--- config.mk ---
export PLATFORM = sky130hd
export DESIGN_NAME = acr_solid_bits
export DESIGN_NICKNAME = d
export VERILOG_FILES = /design/src/aabb_axis_collision_resolver_top_macros.svh /design/src/acr_solid_bits.sv
export SDC_FILE = /design/constraint.sdc
export NUM_CORES = 1
export LEC_CHECK = 0
export BUFFER_PORTS_ARGS = -buffer_cell sky130_fd_sc_hd__buf_2
export CORE_ASPECT_RATIO = 0.75
export CORE_MARGIN = 3
export CORE_UTILIZATION = 55
export DETAILED_ROUTE_END_ITERATION = 16
export GPL_ROUTABILITY_DRIVEN = 0
export PLACE_DENSITY = 0.74
export SYNTH_ARGS = -nofsm -noshare
export SYNTH_HDL_FRONTEND = slang
export SYNTH_SLANG_ARGS = --single-unit
--- constraint.sdc ---
create_clock -name clk -period 1.8 [get_ports clk]
set_input_delay 0.36 -clock clk [delete_from_list [all_inputs] [get_ports clk]]
set_output_delay 0.36 -clock clk [all_outputs]
set_load 0.01 [all_outputs]
--- src/aabb_axis_collision_resolver_top_macros.svh ---
// ----------------------------------------------------------------------------
// Assertion macros for the collision resolver
// Shared concurrent assertion forms used by the RTL files.
// ----------------------------------------------------------------------------
`ifndef AABB_AXIS_COLLISION_RESOLVER_TOP_MACROS_SVH
`define AABB_AXIS_COLLISION_RESOLVER_TOP_MACROS_SVH

// implication checked on every edge outside reset
`define ACR_ASSERT_IMP(label, clk, rst_n, ante, cons) \
  label: assert property (@(posedge clk) disable iff (!rst_n) (ante) |-> (cons)) \
    else $error("assertion failed");

// next-cycle implication
`define ACR_ASSERT_NXT(label, clk, rst_n, ante, cons) \
  label: assert property (@(posedge clk) disable iff (!rst_n) (ante) |=> (cons)) \
    else $error("assertion failed");

`endif

--- src/acr_solid_bits.sv ---
// ----------------------------------------------------------------------------
// acr_solid_bits
// Per-entry solid flags, cleared by reset, with registered read.
// ----------------------------------------------------------------------------
module acr_solid_bits #(
  parameter int Depth = 256
) (
  input  logic                     clk,
  input  logic                     rst_n,
  input  logic                     we,
  input  logic [$clog2(Depth)-1:0] waddr,
  input  logic                     wdata,
  input  logic [$clog2(Depth)-1:0] raddr,
  output logic                     rdata
);

  logic [Depth-1:0] solid_r;

  // flags and read register
  always_ff @(posedge clk) begin
    if (!rst_n) begin
      solid_r <= '0;
      rdata   <= 1'b0;
    end else begin
      if (we) begin
        solid_r[waddr] <= wdata;
      end
      rdata <= solid_r[raddr];
    end
  end

endmodule

### Yosys cells after proc, flatten, opt, wreduce, memory -nomap -nowiden

Cells that the tools add are included.

* bits in registers: 257
* bits of input ports: 20
* output and inout port bits: 1
* logic and storage cells: 11

* $lt $le $gt $ge: 3
* muxes and demuxes: 5
* reductions and logical operators: 1

Operator list (number)
* $bwmux W256: 1
* $lt A8 B9 Y1 const B: 2
* $bmux W1 S8: 1
* $demux W1 S8: 1
* $ge A8 B1 Y1 const B: 1
* $mux W1: 2
* $logic_and A1 B1 Y1: 1

### Depth between registers and ports, before layout

* depth after elaboration: 5
* depth in mapped cells: 11
* depth with buffers taken out: 6

### Least setup slack after synthesis

Ideal clock, no wire load.

* kind: input to register
* from: input raddr[0]
* to: register rdata
* library setup time: 0.123 ns
* arrival time: 1.850 ns
* path slack: -0.173 ns
* stages: 8
* cell sequence: buf_6 buf_12 buf_6 mux4_2 a2111oi_0 nor3_1 nand4_1 o22ai_1

* word-level cells in the longest chain between the ends: 2

Ends and longest elaborated chain
* from (decl): line acr_solid_bits.sv:13 `input logic [$clog2(Depth)-1:0] raddr,`
* $bmux W1 S8: line acr_solid_bits.sv:28 `rdata <= solid_r[raddr];`
* $mux W1 (implied by the code): line acr_solid_bits.sv:28
* to (signal assigned): line acr_solid_bits.sv:28
* to (decl): line acr_solid_bits.sv:14 `output logic rdata`

No other way between the ends. The select of a mux whose other input is x is not followed.
A chain may end at the register's enable or synchronous reset.

### Worst setup path in the final report

* from: register solid_r[75]
* to: register rdata

* word-level cells in the longest chain between the ends: 2

Ends and longest elaborated chain
* from (decl): line acr_solid_bits.sv:17 `logic [Depth-1:0] solid_r;`
* from (signal, indexed assignment): line acr_solid_bits.sv:26 `solid_r[waddr] <= wdata;`
* $bmux W1 S8: line acr_solid_bits.sv:28
* $mux W1 (implied by the code): line acr_solid_bits.sv:28

No other way between the ends. The select of a mux whose other input is x is not followed.

==> results.toml <==
[status]
status = "finished with violations"
violations = "negative setup slack"

[setup_path]
reg2reg_slack_ns = -0.01
critPathLaunchType = "flip-flop"
worst_ep_required_time_ns = 2.22
cp_max_fo = 2
worstReg2RegStart = "solid_r[75]$_SDFFE_PN0P_"
critPathKind = "flip-flop to flip-flop"
worstRegToRegCells = 6
crit_arrival_ns = 2.24
end_kind = "flip-flop"
reg2reg_to = "rdata$_SDFF_PN0_"

[sta]
post-route-period-util_pct = 100.7
tightest_slew_ns = 0.8184
postLayoutSetupSlackWorst_ns = -0.01214
hold_ws_ns = 0.1490
rsz0062_at_grt = "true"
fin_skew_ns = 0.01003
max_slew_margin_pct = 45.44
finalSetupViolations = 1
finalHoldViolCount = 0
timing.fmax_ghz = 0.5518
min_period_ns = 1.812
slew_viol_final = 0

[clock_tree]
htree_levels = 1
clk_latency_ns = 0.54
cts-root-buf = "clkbuf_16"
cts_max_path_buffers = 3
cts_setup_buffers = 0
clock-sinks = 257
holdBufCountCts = 0
cts_buffers = 26
cts_tree = "yes"
clkSlewWorstSetupHoldPaths_ns = 0.07

[yosys]
yosys_register_bits = 257
ys_seq_area_share_pct = 39.13
netlist_area_um2 = 13150
synth_enable_flop_cells = 0
synth_top_cell_area_share_pct = 39.13
yosysUniqueCellTypes = 47
ys.flop_type = "dfxtp_1"
yosys-top-cells-area = "dfxtp_1, a21boi_0, nand3_1"
syn-num-nets = 1509
synthArstFlopShare_pct = 0
synthesis.instances = 1489
syn_area_per_cell_um2 = 8.830
yosys.area.top_type = "dfxtp_1"
yosys_warnings = 0

[floorplanning]
fp.dieArea_um2 = 25820
io_pins = 21
die_h_um = 139.9
initial_core_util_pct = 56.57
core-area_um2 = 23240
core.rowCount = 48
die_x_um = 184.5

[power_and_ir_drop]
power.total_w = 0.01259
power.share.clock_pct = 45.6
pwr-share-comb_pct = 9.1
swShare_pct = 24.48
p_leak_nw = 5.240
switchingPower_w = 0.003083
seqPwrFrac_pct = 45.3
internal-power_w = 0.009509
vdd_drop_max_uv = 861.4
power.density_nw_per_um2 = 821.7

[grt]
grtUsageTotal_pct = 34.59
grt-ovfl-total = 0
first_global_vias = 11790
grt_max_degree = 121
grt_pass1_wl_mm = 69.70
antenna_found_initial = 0

[place]
port_buffers = 20
placed_area_um2 = 14400
dpl.hpwl_mm = 28.70

[cells_and_area]
final_nets = 1542
final_common_cell = "nand3_1"
area_growth_pct = 16.55
final_design_area_no_fill_um2 = 15320
antenna-diode-count = 0
drive_above_1_share_pct = 17.90
final_core_util_pct = 65.93
final_cell_mix = "nand3_1, dfxtp_1, o21ai_0, a21boi_0, buf_4"

[drt]
ant_nets = 0
dr.pass1.iters = 8
routedWlPerCell_um = 24.76
avgViaCountPerCell = 6.882
vias = 12680
wirelength_mm = 45.60
first_iter_violations = 2043
remaining_drc_errors = 0

[hold_path]
min_from = "raddr[7]"
holdPathEnd = "rdata$_SDFF_PN0_"
whs_path_depth = 3
hp-class = "input pin to flip-flop"

[job]
max-cap-violations = 0
metal layers:
metal	GRT usage [%]	vias to the layer above	wire length [um]
li1	-	5498	-
met1	49.73	6081	18460
met2	48.64	907	18690
met3	10.54	190	6321
met4	13.56	0	2124
met5	0	-	0
worst max-delay path by stage:
stage | start | to | slack, ns | cells past startpoint
final | solid_r[75]$_SDFFE_PN0P_ | rdata$_SDFF_PN0_ | -0.01 | 6
after global routing | solid_r[75]$_SDFFE_PN0P_ | rdata$_SDFF_PN0_ | -0.04 | 6
after floorplan | raddr[0] | rdata$_SDFF_PN0_ | -0.12 | 8
after detailed placement | raddr[0] | rdata$_SDFF_PN0_ | -0.64 | 7
after global placement | raddr[0] | rdata$_SDFF_PN0_ | -0.55 | 7
after CTS | solid_r[73]$_SDFFE_PN0P_ | rdata$_SDFF_PN0_ | 0.0009 | 6
state kept, by name, indices dropped and copies added (netlist names):
signal	count
solid_r	256
rdata	1
kinds of logic after synthesis:
kind of cell,synth area share [%]
compound gates,23.92
mux,13.88
buf+inv,6.119
simple gates,16.96
flops,39.13
cells in the mapped netlist (all sizes together) (7+ instances only):
library cell	count
clkbuf	144
nor3	11
nand3	266
nand2	42
mux4	48
nor2	33
dfxtp	257
o22ai	7
nand2b	7
o221ai	8
a21boi	224
o21ai	228
and3	17
nor2b	41
a21oi	8
buf	31
mux2i	66
stage by stage:
| stage | setup WS, ns | std cells | TNS (ns) |
|---|---|---|---|
| 3_5_place_dp | -0.6414 | 1794 | -0.6414 |
| 3_3_place_gp | -0.5498 | 1794 | -0.5498 |
| 6_report | -0.01214 | 1842 | -0.01214 |
| 2_1_floorplan | -0.1226 | 1489 | -0.1226 |
| 4_1_cts | 0.0009128 | 1842 | 0 |
| 5_1_grt | -0.04234 | 1842 | -0.04234 |
worst max-delay path, cell delays in order, from the launching register on:
cell and delay [ns]:
dfxtp_1 0.32, mux4_2 0.46, or2_1 0.23, a311oi_2 0.27, o211ai_1 0.18, nand4_1 0.16, o22ai_1 0.08
area by class of cell:
class                      count  area [um2]
fill                        1903        7919
multi-input combinational   1052        7217
sequential                   257        5146
timing repair buffer         180        1658
clock buffer                  35       755.7
tap                          300       375.4
clock inverter                13       152.6
inverter                       5       18.77
power by group through the flow:
| stage | Combinational (W) | Sequential (W) | Clock (W) |
|---|---|---|---|
| after floorplan | 0.000624 | 0.00583 | 0 |
| after global placement | 0.00109 | 0.00583 | 0 |
| after detailed placement | 0.00110 | 0.00583 | 0 |
| after CTS | 0.00110 | 0.00570 | 0.00577 |
| after global routing | 0.00118 | 0.00570 | 0.00603 |
| final | 0.00115 | 0.00570 | 0.00574 |
timing repair:
| action | in CTS | in global routing |
|---|---|---|
| cloned | 0 | 0 |
| endpoints found under the setup margin | 1 | 1 |
| pin swaps | 1 | 0 |
| gates resized for setup | 2 | 3 |
(Power assumes the default switching activity.)
