==> src/aabb_axis_collision_resolver_top_macros.svh <==
// ----------------------------------------------------------------------------
// Assertion macros for the collision resolver
// Shared concurrent assertion forms used by the RTL files.
// ----------------------------------------------------------------------------
`ifndef AABB_AXIS_COLLISION_RESOLVER_TOP_MACROS_SVH
`define AABB_AXIS_COLLISION_RESOLVER_TOP_MACROS_SVH

// implication checked on every edge outside reset
`define ACR_ASSERT_IMP(label, clk, rst_n, ante, cons) \
  label: assert property (@(posedge clk) disable iff (!rst_n) (ante) |-> (cons)) \
    else $error("assertion failed");

// next-cycle implication
`define ACR_ASSERT_NXT(label, clk, rst_n, ante, cons) \
  label: assert property (@(posedge clk) disable iff (!rst_n) (ante) |=> (cons)) \
    else $error("assertion failed");

`endif

==> src/acr_ram.sv <==
// ----------------------------------------------------------------------------
// acr_ram
// Generic single-port-write, single-port-read RAM with registered read.
// ----------------------------------------------------------------------------
module acr_ram #(
  parameter int Width = 8,
  parameter int Depth = 256
) (
  input  logic                     clk,
  input  logic                     we,
  input  logic [$clog2(Depth)-1:0] waddr,
  input  logic [Width-1:0]         wdata,
  input  logic [$clog2(Depth)-1:0] raddr,
  output logic [Width-1:0]         rdata
);

  logic [Width-1:0] mem [Depth];

  always_ff @(posedge clk) begin
    if (we) begin
      mem[waddr] <= wdata;
    end
    rdata <= mem[raddr];
  end

endmodule

==> config.mk <==
export PLATFORM = sky130hd
export DESIGN_NAME = acr_ram
export DESIGN_NICKNAME = d
export VERILOG_FILES = /design/src/aabb_axis_collision_resolver_top_macros.svh /design/src/acr_ram.sv
export SDC_FILE = /design/constraint.sdc
export NUM_CORES = 2
export LEC_CHECK = 0
export BUFFER_PORTS_ARGS = -buffer_cell sky130_fd_sc_hd__buf_4
export CORE_MARGIN = 4
export CORE_UTILIZATION = 47
export DETAILED_ROUTE_END_ITERATION = 8
export PLACE_DENSITY_LB_ADDON = 0.2
export SLEW_MARGIN = 25
export SYNTH_ARGS = -nofsm -noshare
export SYNTH_HDL_FRONTEND = slang
export SYNTH_SLANG_ARGS = --single-unit
==> constraint.sdc <==
create_clock -name clk -period 3 [get_ports clk]
set_clock_uncertainty 0.1 [all_clocks]
set_input_delay 0.15 -clock clk [delete_from_list [all_inputs] [get_ports clk]]
set_output_delay 0.15 -clock clk [all_outputs]
set_load 0.01 [all_outputs]
Yosys cells after proc, flatten, opt, wreduce, memory -nomap -nowiden
Memories as Yosys holds them, arrays and structs flattened. A register that Yosys moved wholly into a read port is not among the register bits. Index checks and enable logic that the tools add are counted. Widths: inputs -> output; s select.

Mux-type cells: 2.

Operator list (count): $mux 1 (2).

Memories: 1. Bits in registers: 0. Memory bits (writable): 2048. Output and inout bits: 8.

Memories: mem (depth 256, bits a word 8, rd ports 1, clocked after Yosys merged registers in 1, write ports 1, RTL line acr_ram.sv:17) `logic [Width-1:0] mem [Depth];`.

Longest topological paths before layout
Depth in word-level cells: 2. Mapped depth: 11. Mapped depth without buffers: 6.

Worst setup path before layout
Ideal clock, no wire load.

Kind: input-to-reg. From: input raddr[0]. To: register rdata[2], read port of mem. Data required time: 2769 ps. Setup time: 131 ps. Cell stages on the path: 9. Buffers on the path: 4. Arrival time: 1957 ps. Setup slack: 812 ps. Path through: buf_6 buf_12 buf_8 buf_2 mux4_2 a22oi_1 a21oi_1 nor4_1 nor4_2.

RTL lines: from (decl) (RTL line acr_ram.sv:13) `input logic [$clog2(Depth)-1:0] raddr,`; to (decl) (RTL line acr_ram.sv:14) `output logic [Width-1:0] rdata`.

==> results.md <==
* Status: completed
* Number of cell instances on the worst register-to-register path at 7
* Combinational cell fraction of total power at under 10%
* Final wirelength at 199000 um
* Setup-violating endpoint count in the final report at 0
* Clock net sink count at 2056
* Total of buffers placed on input and output ports at 33
* Classification of the worst setup path: reg -> reg
* Clock slew seen by the registers of the worst setup and hold paths at 0.06 ns
* IR drop worst, VDD at slightly above 0.6 mV
* Worst path arrival time at between 3 and 4 ns
* Slew Limit Headroom at between 30% and 40%
* Total power density per cell area at about 640 mW/mm^2
* Starting density of the core at between 40% and 50%
* Period utilization at between 90% and 100%
* Most common library cell in the layout ignoring fill and taps: sky130_fd_sc_hd__edfxtp_1
* CTS max path bufs at 3
* Setup total negative slack at 0 ns
* Number of synthesis warnings at 0
* Final Power at between 50 and 60 mW
* Via count at around 40000
* Launch instance of the worst min-delay path: wdata[1]
* Setup repair after global routing missed its margin: false
* Number of max-capacitance violations reported at 0
* Net switching power at between 10 and 15 mW
* Maximum fanout along the worst path at 1
* DRT Pass-1 Iters at 5
* Detail-routed net length per standard cell at approximately 30 um
* Initial antenna violation count at 10
* Max-slew violation count at 0
* Post-synth net total at 3759
* Post-layout min period at between 2 and 3 ns
* Site Rows at 150
* Global route total overflow at 0
* Max Clk Rate at 0.366 GHz
* Worst Path Required at between 3 and 4 ns
* Maximum number of pins on one net before global-route repair at 182
* HPWL after DPL at between 100000 and 150000 um
* Clock buffers created by TritonCTS at approximately 200
* Proportion of synthesized flip-flops having asynchronous set or reset at 0%
* Cells after Synth at roughly 3700
* Number of routed nets with antenna violations at 0
* Multi-input combinational cell area at around 0.017 mm^2
* Layout filler cell count at ~13000
* Detailed-route DRC error count at 0
* Clock tree root buffer cell: sky130_fd_sc_hd__clkbuf_16
* Endpoint of the worst register-to-register path: rdata[0]
* Worst-case hold slack at roughly 0.086 ns
* Internal Dissipation at ~47 mW
* TritonCTS clock tree: built
* Fraction of final layout cells with drive strength greater than 1 at around 30%
* Area used by sequential logic in the layout at between 0.06 and 0.07 mm^2
* Count of flip-flops with a built-in enable after synthesis at around 2000
* Final Wtd Congestion at 0.822
* Final Hold Violating Endpoints at 0
* Cell Area, Synth at between 0.07 and 0.08 mm^2
* Post-CTS Setup Inserts at 0
* Commonest cells after routing, fill and taps aside: sky130_fd_sc_hd__edfxtp_1, sky130_fd_sc_hd__buf_4, sky130_fd_sc_hd__mux4_2
* Vias in the first global route at 40123
* Number of nets in the layout at roughly 4300
* Aggregate global-route resource usage at between 20% and 30%
* Mean instance size in the synthesized netlist at ~21 um^2
* Leakage Power at 29.8 nW
* Die width at 419 um
* Relative contribution of sequential cells to total power at 53.4%
* Beginning of the worst register-to-register path: mem[101][0]
* Primary FF master, synth: sky130_fd_sc_hd__edfxtp_1
* Slew at the pin with the worst max-slew slack at 0.927 ns
* Instance count along the most critical hold path at 2
* Reg2Reg Setup Slack at between 0.2 and 0.3 ns
* Die height at 419 um
* Relative contribution of the clock network to total power at approximately two fifths
* Drt via density at 5.99
* Switching power as a share of total power at approximately 22%
* Worst-Skew Late Latency at 0.84 ns
* Hold Path Sink: mem[82][1]
* Count of routing violations after the opening detailed-route iteration at 4817
* Register bit count reported by yosys at roughly 2100
* Proportion of synthesized chip area in sequential cells at slightly below 80%
* Placeable core region at between 0.15 and 0.2 mm^2
* Total die area at around 0.18 mm^2
* Count of different cell masters after synthesis at 55
* Depth of the CTS H-tree at 4
* Critical Path Sink Type: register
* Wire length of the first global-routing pass at a little under 300000 um
* Syn-to-layout area delta at 16.7%
* Type of origin of the critical path: register
* I/O pin count at 34
* Path category of the worst min-delay check: in -> reg
-- Yosys cell counts (all sizes together), types with 10 or more instances --
cell,instances,share of area (%)
nor2b,31,0.24
mux2i,134,1.7
clkbuf,111,0.52
buf,122,1.3
nor2,282,1.3
edfxtp,2048,77
nor3,22,0.14
o211ai,10,0.094
nand2,33,0.16
a211oi,16,0.15
o221ai,47,0.53
a21oi,96,0.60
o21ai,12,0.075
nand3,34,0.21
nand4,10,0.079
nor4,27,0.24
mux4,456,13
o22ai,28,0.22
a221oi,14,0.16
a22oi,133,1.3
-- worst max-delay path: stages, from the launching register on --
cell and delay [ns]:
sky130_fd_sc_hd__edfxtp_1 0.37, sky130_fd_sc_hd__mux4_2 0.46, sky130_fd_sc_hd__nor2b_1 0.16, sky130_fd_sc_hd__a211oi_1 0.51
sky130_fd_sc_hd__nor3_1 0.16, sky130_fd_sc_hd__nor4_2 0.57, sky130_fd_sc_hd__buf_4 0.21, sky130_fd_sc_hd__nor4_2 0.04
-- registers in the layout, indices dropped and copies added (netlist names) --
| register | count |
|---|---|
| mem | 2048 |
| rdata | 8 |
-- stage by stage --
stage                     utilization, %  setup WS (ns)  instances  cell area, um^2
final                               55.3          0.265       6702            92800
after global routing                55.3          0.216       6701            92800
after CTS                           55.3          0.188       6701            92800
after detailed placement            51.4         -0.538       6302            86200
after global placement              51.4         -0.694       6302            86200
after floorplan                        -          0.812       3733            79600
-- per-layer routing --
layer / part of all wire, % / up-vias / GRT usage, %
met5: 0.0065 / - / 0
met4: 2.5 / 2 / 5.94
li1: - / 16895 / -
met1: 42 / 21312 / 34.0
met2: 48 / 1655 / 35.8
met3: 7.7 / 295 / 3.67
-- area by class of cell --
cell class                      instances  area share (%)
Tap cell                             2204            2.97
Clock buffer                          252            5.72
Sequential cell                      2056            66.4
Antenna cell                            1         0.00270
Clock inverter                        128            1.22
Timing Repair Buffer                  617            5.86
Multi-Input combinational cell       1442            17.8
Inverter                                2         0.00809
-- repair_timing --
action / 4_1_cts / 5_1_grt
setup endpoints to repair: 1 / 0
hold endpoints to repair: 1526 / 0
gates resized for setup: 1 / 0
hold buffers: 19 / 0
-- worst max-delay path by stage --
stage | to | cells after the start | slack [ns] | startpoint
global route | rdata[0] | 7 | 0.22 | mem[101][0]
global placement | rdata[2] | 11 | -0.69 | raddr[0]
CTS | rdata[0] | 7 | 0.19 | mem[101][0]
floorplan | rdata[2] | 9 | 0.81 | raddr[0]
detailed placement | rdata[0] | 9 | -0.54 | raddr[0]
finish | rdata[0] | 7 | 0.26 | mem[101][0]
-- power groups by stage --
stage | registers (mW) | clock network, mW | logic, mW
after floorplan | 32.3 | 0 | 1.54
after global placement | 32.3 | 0 | 3.16
after detailed placement | 32.3 | 0 | 3.19
after CTS | 31.7 | 24.9 | 3.23
after global routing | 31.7 | 26.2 | 3.38
final | 31.7 | 24.4 | 3.19
-- cells by family (layout without fill, tap and decap cells) --
| family | Yosys count | after routing | synth area share [%] |
|---|---|---|---|
| multiplexers | 591 | 591 | 14.6 |
| AO/OA/AOI/OAI | 385 | 385 | 3.42 |
| buffers and inverters | 235 | 999 | 1.83 |
| flip-flops | 2056 | 2056 | 77.5 |
| AND/OR/NAND/NOR | 466 | 466 | 2.63 |
| other | 0 | 1 | 0 |
Power figures use the tool's default switching activity.
