File: src/aabb_axis_collision_resolver_top_macros.svh
// ----------------------------------------------------------------------------
// Assertion macros for the collision resolver
// Shared concurrent assertion forms used by the RTL files.
// ----------------------------------------------------------------------------
`ifndef AABB_AXIS_COLLISION_RESOLVER_TOP_MACROS_SVH
`define AABB_AXIS_COLLISION_RESOLVER_TOP_MACROS_SVH

// implication checked on every edge outside reset
`define ACR_ASSERT_IMP(label, clk, rst_n, ante, cons) \
  label: assert property (@(posedge clk) disable iff (!rst_n) (ante) |-> (cons)) \
    else $error("assertion failed");

// next-cycle implication
`define ACR_ASSERT_NXT(label, clk, rst_n, ante, cons) \
  label: assert property (@(posedge clk) disable iff (!rst_n) (ante) |=> (cons)) \
    else $error("assertion failed");

`endif

File: src/acr_pkg.sv
// ----------------------------------------------------------------------------
// acr_pkg
// Types, constants and helpers for the box collision resolver.
// ----------------------------------------------------------------------------
package acr_pkg;

  localparam int MaxTilesDefault = 256;
  localparam logic signed [31:0] EpsQ16 = 32'sd66;
  localparam int InWidth  = 208;
  localparam int OutWidth = 208;

  // register indexes
  localparam logic [2:0] RegLoX    = 3'd0;
  localparam logic [2:0] RegLoY    = 3'd1;
  localparam logic [2:0] RegLoZ    = 3'd2;
  localparam logic [2:0] RegHiX    = 3'd3;
  localparam logic [2:0] RegHiY    = 3'd4;
  localparam logic [2:0] RegHiZ    = 3'd5;
  localparam logic [2:0] RegColors = 3'd6;

  localparam logic ReqLoad = 1'b0;
  localparam logic ReqMove = 1'b1;

  typedef enum logic [2:0] {
    ST_IDLE,
    ST_AXIS,
    ST_SCAN,
    ST_TEST,
    ST_APPLY,
    ST_DONE
  } state_t;

  // one tile entry as stored in memory
  typedef struct packed {
    logic        [2:0]  colors;
    logic signed [31:0] max_z;
    logic signed [31:0] max_y;
    logic signed [31:0] max_x;
    logic signed [31:0] min_z;
    logic signed [31:0] min_y;
    logic signed [31:0] min_x;
  } tile_t;

  localparam int TileWidth = $bits(tile_t);

  // saturating 32-bit signed add
  function automatic logic signed [31:0] sat_add(input logic signed [31:0] a,
                                                 input logic signed [31:0] b);
    logic signed [32:0] s;
    s = 33'(a) + 33'(b);
    if (s > 33'sh0_7FFF_FFFF)      sat_add = 32'sh7FFF_FFFF;
    else if (s < -33'sh0_8000_0000) sat_add = 32'sh8000_0000;
    else                           sat_add = s[31:0];
  endfunction

  // saturating 32-bit signed subtract
  function automatic logic signed [31:0] sat_sub(input logic signed [31:0] a,
                                                 input logic signed [31:0] b);
    logic signed [32:0] s;
    s = 33'(a) - 33'(b);
    if (s > 33'sh0_7FFF_FFFF)      sat_sub = 32'sh7FFF_FFFF;
    else if (s < -33'sh0_8000_0000) sat_sub = 32'sh8000_0000;
    else                           sat_sub = s[31:0];
  endfunction

endpackage

File: src/acr_seq.sv
// ----------------------------------------------------------------------------
// acr_seq
// Sequencer and shared saturating adder for per-axis resolution.
// ----------------------------------------------------------------------------
module acr_seq #(
  parameter int MaxTiles = acr_pkg::MaxTilesDefault
) (
  input  logic                             clk,
  input  logic                             rst_n,
  input  logic                             start,
  input  logic signed [31:0]               pos_in [3],
  input  logic signed [31:0]               push_in [3],
  input  logic signed [31:0]               lo_off [3],
  input  logic signed [31:0]               hi_off [3],
  input  logic [2:0]                       lvl_colors,
  output logic [$clog2(MaxTiles)-1:0]      raddr,
  input  acr_pkg::tile_t                   tile,
  input  logic                             tile_solid,
  output logic                             busy,
  output logic                             done,
  output logic signed [31:0]               pos_out [3],
  output logic signed [31:0]               corr_out [3],
  output logic [2:0]                       hit_out,
  output logic                             below_valid,
  output logic [7:0]                       below_index
);

  localparam int AW = $clog2(MaxTiles);
  localparam int CW = $clog2(MaxTiles + 1);

  acr_pkg::state_t state_r, state_nxt;
  logic [1:0]          axis_r, axis_nxt;
  logic [1:0]          sub_r, sub_nxt;
  logic [CW-1:0]       idx_r, idx_nxt;
  logic signed [31:0]  pos_r [3];
  logic signed [31:0]  push_r [3];
  logic signed [31:0]  corr_r [3];
  logic signed [31:0]  blo_r [3];
  logic signed [31:0]  bhi_r [3];
  logic signed [31:0]  back_r, fwd_r;
  logic [AW-1:0]       fidx_r;
  logic                fval_r, hit_r;
  logic [2:0]          hmask_r;
  logic                bval_r;
  logic [7:0]          bidx_r;
  logic [1:0]          aidx;
  logic                ovl;
  logic signed [31:0]  tmin [3];
  logic signed [31:0]  tmax [3];
  logic signed [31:0]  add_a, add_b, add_y;
  logic signed [31:0]  back_c, fwd_c;

  assign tmin[0] = tile.min_x; assign tmin[1] = tile.min_y; assign tmin[2] = tile.min_z;
  assign tmax[0] = tile.max_x; assign tmax[1] = tile.max_y; assign tmax[2] = tile.max_z;

  // shared saturating adder
  assign add_y = acr_pkg::sat_add(add_a, add_b);
  assign aidx  = axis_r;
  assign raddr = idx_r[AW-1:0];

  // overlap test against precomputed agent box
  always_comb begin
    ovl = tile_solid && ((tile.colors & lvl_colors) != 3'd0);
    for (int k = 0; k < 3; k++) begin
      if (bhi_r[k] < tmin[k] || blo_r[k] > tmax[k]) ovl = 1'b0;
    end
    back_c = acr_pkg::sat_sub(tmin[aidx], bhi_r[aidx]);
    fwd_c  = acr_pkg::sat_sub(tmax[aidx], blo_r[aidx]);
  end

  // state register
  always_ff @(posedge clk) begin
    if (!rst_n) begin
      state_r <= acr_pkg::ST_IDLE;
    end else begin
      state_r <= state_nxt;
    end
  end

  // control counters
  always_ff @(posedge clk) begin
    if (!rst_n) begin
      axis_r <= '0;
      sub_r  <= '0;
      idx_r  <= '0;
    end else begin
      axis_r <= axis_nxt;
      sub_r  <= sub_nxt;
      idx_r  <= idx_nxt;
    end
  end

  // next state and adder operand select
  always_comb begin
    state_nxt = state_r;
    axis_nxt  = axis_r;
    sub_nxt   = sub_r;
    idx_nxt   = idx_r;
    add_a     = pos_r[aidx];
    add_b     = push_r[aidx];
    unique case (state_r)
      acr_pkg::ST_IDLE: begin
        if (start) begin
          state_nxt = acr_pkg::ST_AXIS;
          axis_nxt  = 2'd0;
          sub_nxt   = 2'd0;
        end
      end
      acr_pkg::ST_AXIS: begin
        // sub 0: pos += push; sub 1..3 unused box pass via ST_SCAN
        add_a     = pos_r[aidx];
        add_b     = push_r[aidx];
        state_nxt = acr_pkg::ST_SCAN;
        sub_nxt   = 2'd0;
      end
      acr_pkg::ST_SCAN: begin
        // recompute agent box: lo through the shared adder and hi, one axis per sub
        add_a = pos_r[sub_r];
        add_b = lo_off[sub_r];
        if (sub_r == 2'd2) begin
          state_nxt = acr_pkg::ST_TEST;
          idx_nxt   = '0;
        end
        sub_nxt = (sub_r == 2'd2) ? 2'd0 : sub_r + 2'd1;
      end
      acr_pkg::ST_TEST: begin
        // idx 0 issues the first read; its data is valid in the next cycle
        idx_nxt = idx_r + CW'(1);
        if (idx_r == CW'(MaxTiles)) begin
          state_nxt = acr_pkg::ST_APPLY;
        end
      end
      acr_pkg::ST_APPLY: begin
        add_a = back_r;
        add_b = -acr_pkg::EpsQ16;
        if (push_r[aidx][31]) add_a = fwd_r;
        if (push_r[aidx][31]) add_b = acr_pkg::EpsQ16;
        if (sub_r == 2'd1) begin
          add_a = pos_r[aidx];
          add_b = corr_r[aidx];
          sub_nxt = 2'd0;
          if (axis_r == 2'd2) begin
            state_nxt = acr_pkg::ST_DONE;
          end else begin
            state_nxt = acr_pkg::ST_AXIS;
            axis_nxt  = axis_r + 2'd1;
          end
        end else begin
          sub_nxt = 2'd1;
        end
      end
      acr_pkg::ST_DONE: begin
        state_nxt = acr_pkg::ST_IDLE;
      end
      default: state_nxt = acr_pkg::ST_IDLE;
    endcase
  end

  // datapath registers
  always_ff @(posedge clk) begin
    if (state_r == acr_pkg::ST_IDLE && start) begin
      for (int k = 0; k < 3; k++) begin
        pos_r[k]  <= pos_in[k];
        push_r[k] <= push_in[k];
        corr_r[k] <= '0;
      end
      hmask_r <= '0;
      bval_r  <= 1'b0;
      bidx_r  <= '0;
    end
    if (state_r == acr_pkg::ST_AXIS) begin
      pos_r[aidx] <= add_y;
      back_r <= '0;
      fwd_r  <= '0;
      fval_r <= 1'b0;
      hit_r  <= 1'b0;
    end
    if (state_r == acr_pkg::ST_SCAN) begin
      blo_r[sub_r] <= add_y;
      bhi_r[sub_r] <= acr_pkg::sat_add(pos_r[sub_r], hi_off[sub_r]);
    end
    if (state_r == acr_pkg::ST_TEST && idx_r != '0 && ovl) begin
      if (back_c < back_r) back_r <= back_c;
      if (fwd_c > fwd_r) begin
        fwd_r  <= fwd_c;
        fidx_r <= AW'(idx_r - CW'(1));
        fval_r <= 1'b1;
      end
      hit_r <= 1'b1;
    end
    if (state_r == acr_pkg::ST_APPLY && hit_r) begin
      if (sub_r == 2'd0) begin
        hmask_r[aidx] <= 1'b1;
        if (push_r[aidx] != '0) corr_r[aidx] <= add_y;
        if (aidx == 2'd1 && push_r[aidx][31]) begin
          bval_r <= fval_r;
          bidx_r <= fval_r ? 8'(fidx_r) : 8'd0;
        end
      end else if (push_r[aidx] != '0) begin
        pos_r[aidx] <= add_y;
      end
    end
  end

  assign busy        = state_r != acr_pkg::ST_IDLE;
  assign done        = state_r == acr_pkg::ST_DONE;
  assign pos_out     = pos_r;
  assign corr_out    = corr_r;
  assign hit_out     = hmask_r;
  assign below_valid = bval_r;
  assign below_index = bidx_r;

  `include "aabb_axis_collision_resolver_top_macros.svh"

  `ACR_ASSERT_NXT(a_start_leaves_idle, clk, rst_n, state_r == acr_pkg::ST_IDLE && start, state_r == acr_pkg::ST_AXIS)
  `ACR_ASSERT_IMP(a_scan_bound, clk, rst_n, state_r == acr_pkg::ST_TEST, idx_r <= CW'(MaxTiles))
  `ACR_ASSERT_NXT(a_done_once, clk, rst_n, state_r == acr_pkg::ST_DONE, state_r == acr_pkg::ST_IDLE)

endmodule

File: config.mk
export PLATFORM = sky130hd
export DESIGN_NAME = acr_seq
export DESIGN_NICKNAME = d
export VERILOG_FILES = /design/src/acr_pkg.sv /design/src/acr_seq.sv
export VERILOG_INCLUDE_DIRS = /design/src /design/src/src
export SDC_FILE = /design/constraint.sdc
export NUM_CORES = 2
export LEC_CHECK = 0
export BUFFER_PORTS_ARGS = -buffer_cell sky130_fd_sc_hd__buf_2
export CORE_AREA = 5 5 307 309
export DETAILED_ROUTE_END_ITERATION = 6
export DIE_AREA = 0 0 312 314
export HOLD_SLACK_MARGIN = 0.06
export PLACE_DENSITY = 0.76
export SKIP_CTS_REPAIR_TIMING = 1
export SYNTH_ARGS = -nofsm -noshare
export SYNTH_HDL_FRONTEND = slang
export SYNTH_SLANG_ARGS = --single-unit
File: constraint.sdc
create_clock -name clk -period 7.2 [get_ports clk]
set_input_delay 0.36 -clock clk [delete_from_list [all_inputs] [get_ports clk]]
set_output_delay 0.36 -clock clk [all_outputs]
set_load 0.05 [all_outputs]
== After elaboration in Yosys (flattened, before gate mapping) ==
Memories as Yosys holds them, arrays and structs flattened. A register that Yosys moved wholly into a read port is not among the register bits.
Index checks and enable logic that the tools add are counted.
Storage, ports and cells
  input bits: 586
  word-level logic and storage cells: 195
  register bits after elaboration: 294
  memories: 3
  memory bits (writable): 288
Cells by class
  reduce and logical (&&, ||, !) cells: 25
  $lt $le $gt $ge: 21
  eq/ne operators: 15
  multiplexer cells: 101
  bitwise logic cells: 4
  $add $sub $neg: 8
Memories
  bhi_r: words 3, width 32, read ports 4, clocked after Yosys merged registers in 1, write ports 1, RTL line acr_seq.sv:39  | logic signed [31:0] bhi_r [3];
  blo_r: words 3, width 32, read ports 4, clocked after Yosys merged registers in 1, write ports 1, RTL line acr_seq.sv:38  | logic signed [31:0] blo_r [3];
  push_r: words 3, width 32, read ports 1, clocked after Yosys merged registers in 1, write ports 3, RTL line acr_seq.sv:36  | logic signed [31:0] push_r [3];
Operators with widths (number)
  $mux 32: 34
  $mux 96: 9
  $bmux 32 s2: 7
  $bwmux 96: 3
  $gt 33x32->1 const B: 4
  $lt 33x32->1 const B: 4
  $gt 32x32->1: 4
  $lt 32x32->1: 4
  $pmux 32 s2: 2
  $add 32x32->33: 2
  $sub 32x32->33: 2
  $demux 32 s2: 1
  $mux 8: 5
  $reduce_bool 32->1: 1
  $mux 3: 8
  $mux 2: 10
  $pmux 9 s2: 1
  $mux 1: 16
  $pmux 3 s5: 1
  $ne 2x2->1 const B: 5
  $add 9x1->9 const B: 1
  $eq 9x9->1 const B: 1
  $mux 9: 1
  $reduce_bool 9->1: 1
  26 further kinds: 47

== Logic depth before layout (Yosys ltp) ==
  depth after elaboration: 16
  mapped depth: 35
  depth with buffers taken out: 28

== Worst setup path before layout ==
Ideal clock, no wire load.
  kind: register to register
  start: register (tool-made name)
  end: register back_r[23]
  stages on the path, launching flop included: 29
  slack: -0.363 ns
  library setup time: 0.121 ns
  buffers on the path: 5
  arrival time: 7.442 ns
  required time: 7.079 ns
  cells stage by stage: dfxtp_1 clkbuf_1 clkbuf_1 clkbuf_1 buf_1 mux4_2 inv_1 ha_1 o21a_1 o31a_1 o211a_1 o311a_1 o21a_1 o211a_1 nor2_1 nor4_1 or3_1 ha_1 a21o_1 a21oi_1 nor2_1 a2111oi_0 nor2_1 nor4b_1 o21a_1 o21ai_0 o21ai_1 buf_2 mux2_2
RTL lines
  end signal, assigned: RTL line acr_seq.sv:183  | if (back_c < back_r) back_r <= back_c;
  end, declared: RTL line acr_seq.sv:40  | logic signed [31:0] back_r, fwd_r;

==> flow_summary.yaml <==
status:
  status: "finished, violations left"
  failed_checks: "DRC, hold timing"
job:
  maxCapViolCount: 0
synthesis:
  syn_area_mm2: 0.0443
  synth_cell_types: 87
  synth_area_leaders: "edfxtp_1 24%, dfxtp_1 13%, ha_1 11%"
  yosysSeqAreaShare_pct: 37.4
  synth_edf_count: 360
  synth_fp_nets: 5768
  postSynthAreaPerCell_um2: 9.25
  synth_flop_cell: "edfxtp_1"
  async_flop_share_pct: 0
  yosysTopAreaCell: "edfxtp_1"
  synth-seq-cells: 648
  synthCells: 4792
  yosysTopAreaCellShare_pct: 24.4
  yosys_warnings: 0
drt:
  wl_per_cell_um: 28.8
  vias_per_cell: 6.22
  antenna_left: 0
  route.vias.total: 43700
  first_pass_iters: 7
  drt_iter0_drc: 5385
  drt_wl_total_um: 202000
  drc_errors: 14
finish:
  final_common_cell: "buf_2"
  area_growth_syn_to_layout_pct: 23.6
  mostFrequentLayoutCells: "799 x buf_2, 423 x o21ai_0, 421 x nand2_1"
  fillers: 7765
  fin_nets: 6748
  fin_area_mm2: 0.0548
  layout-drive-gt1-share_pct: 21.8
pwr:
  power.density_mw_per_mm2: 408
  power.leakage_nw: 23.3
  vdd_drop_max_uv: 357
  power.total_mw: 22.3
floorplan:
  die_width_um: 312
  initial_core_util_pct: 48.7
  die-area_mm2: 0.0980
  rows: 111
  io_pins: 800
  die_h_um: 314
  coreArea_mm2: 0.0911
setup_path:
  crit_top_cell: "buf_4"
  reg2regPathDepth: 18
  cp.required_ns: 7.54
  cp-start-kind: "flop"
  end_kind: "flop"
  cp_num_cells: 18
  crit_family: "compound AO/OA/AOI/OAI gates"
  slowest_stage: "maj3_1"
  path_cells: "buf_16 > buf_4 > a21oi_4 > buf_4 > o21ai_0 > a21oi_1 > o221ai_1 > ha_1 > nor2b_1 > o31a_1 > o211ai_1 > and3b_1 > a21oi_1 > a311oi_1 > o31a_1 > buf_4 > maj3_1 > inv_1"
  cp.arrival_ns: 7.20
  setup.worst_path.class: "reg -> reg"
  path_max_fanout: 63
  reg2reg_slack_ns: 0.34
  crit_buf_inv: 5
  max_stage_delay_ns: 0.73
clocking:
  cts_sinks: 648
  tritoncts: "done"
  cts_buffers: 74
  path_clk_slew_ns: 0.06
  cts-root-buf: "clkbuf_16"
  cts_max_level: 3
  clk_path_buf_depth: 3
  insertion_delay_ns: 0.67
min_path:
  min_path_cells: 3
  holdCritPathClass: "in -> reg"
timing:
  finalHoldViolations: 1
  holdWs_ns: -0.000491
  finalCriticalPeriod_ns: 6.86
  fmax_mhz: 146
  skew_ns: 0.0343
  drv_slew: 0
  finalSetupViolations: 0
  max_slew_margin_pct: 16.5
  min_period_over_period_pct: 95.3
  worstMarginPinSlew_ns: 1.25
place:
  numPortBuffers: 799
  place_area_mm2: 0.0504
  place_congestion: 1.01
  dp_hpwl_um: 156000
grt:
  track_usage_pct: 38.1
  grt.overflow.total: 0
  grt_pass1_vias: 41000
  antenna_found_initial: 16
  grt_pass1_wl_um: 278000
  grt_start_max_net_pins: 95
==> path summary, 6_finish.rpt <==
check,start,end
min reg2reg,hit_r,hit_r
max,flop,blo_r[1][28]
min,pos_in[31],pos_out[31]
max reg2reg,flop,blo_r[1][28]
==> cell usage after synthesis, drive strengths merged, types with 34 or more instances <==
master	instances
edfxtp	360
nor2	298
xor2	38
o221ai	36
dfxtp	288
o21a	34
nor3	35
o21ai	430
a211oi	51
xnor2	68
inv	402
a21oi	409
a21o	96
buf	52
o22ai	67
nand2	426
nand3	58
clkbuf	200
nand4	61
mux2i	367
and2	80
mux2	41
ha	386
mux4	64
nor2b	39
==> per-stage QoR <==
| step | setup WS, ns | cells | util, % | setup TNS, ns |
|---|---|---|---|---|
| after floorplan | 0.0709 | 4792 | - | 0 |
| after global routing | -0.00355 | 7027 | 60.1 | -0.00355 |
| after detailed placement | 0.263 | 6691 | 55.3 | 0 |
| after CTS | 0.259 | 6828 | 57.9 | 0 |
| final | 0.338 | 7032 | 60.2 | 0 |
| after global placement | 0.481 | 6691 | 55.3 | 0 |
==> final cells by class <==
cell class | count | area (um2) | share of cell area (%)
inverter | 402 | 1520 | 2.77
antenna | 13 | 32.5 | 0.0594
clock buffer | 89 | 1970 | 3.60
sequential | 648 | 16600 | 30.3
tap | 1186 | 1480 | 2.71
clock inverter | 48 | 413 | 0.753
timing repair buffer | 1156 | 7400 | 13.5
multi-input combinational | 3490 | 25400 | 46.3
==> sequential cells by signal, indices dropped and copies added, names as in the netlist, 2 cells and up, named ones only <==
register	flops
bhi_r	128
blo_r	128
corr_out	96
pos_out	96
push_r	96
back_r	32
fwd_r	32
idx_r	9
below_index	8
fidx_r	8
hit_out	3
state_r	3
aidx	2
sub_r	2
==> worst register-to-register path: stages, from the launching register on <==
cell and delay [ns]:
dfxtp_4 0.62, buf_16 0.23, buf_4 0.61, a21oi_4 0.25, buf_4 0.33, o21ai_0 0.51
a21oi_1 0.14, o221ai_1 0.33, ha_1 0.34, nor2b_1 0.17, o31a_1 0.32, o211ai_1 0.19
and3b_1 0.30, a21oi_1 0.20, a311oi_1 0.54, o31a_1 0.28, buf_4 0.27, maj3_1 0.73
inv_1 0.21
==> logic make-up (layout without fill, tap and decap cells) <==
| logic type | Yosys count | count (layout) | share of synthesized area [%] |
|---|---|---|---|
| buffers and inverters | 654 | 1695 | 5.68 |
| DFF | 648 | 648 | 37.4 |
| and+or+nand+nor | 1126 | 1126 | 11.8 |
| AOI/OAI and AO/OA | 1374 | 1374 | 18.9 |
| other | 0 | 13 | 0 |
| adders and majority gates | 412 | 412 | 11.6 |
| xor gates and xnor gates | 106 | 106 | 2.09 |
| muxes | 472 | 472 | 12.6 |
==> layer usage <==
layer  GRT usage, %  vias to the layer above  part of all wire, %
li1               -                    19500                    -
met1           47.7                    20900                   38
met2           61.5                     2720                   45
met3           9.47                      641                   10
met4           19.7                        8                  7.0
met5              0                        -                0.027
==> power breakdown <==
part	leakage, nW	switching [mW]	internal, mW
logic	16.5	8.90	3.88
registers	5.65	0.479	5.26
clock network	1.16	1.73	2.09
total	23.3	11.1	11.2
No activity file was read; power rests on OpenSTA's default activity.
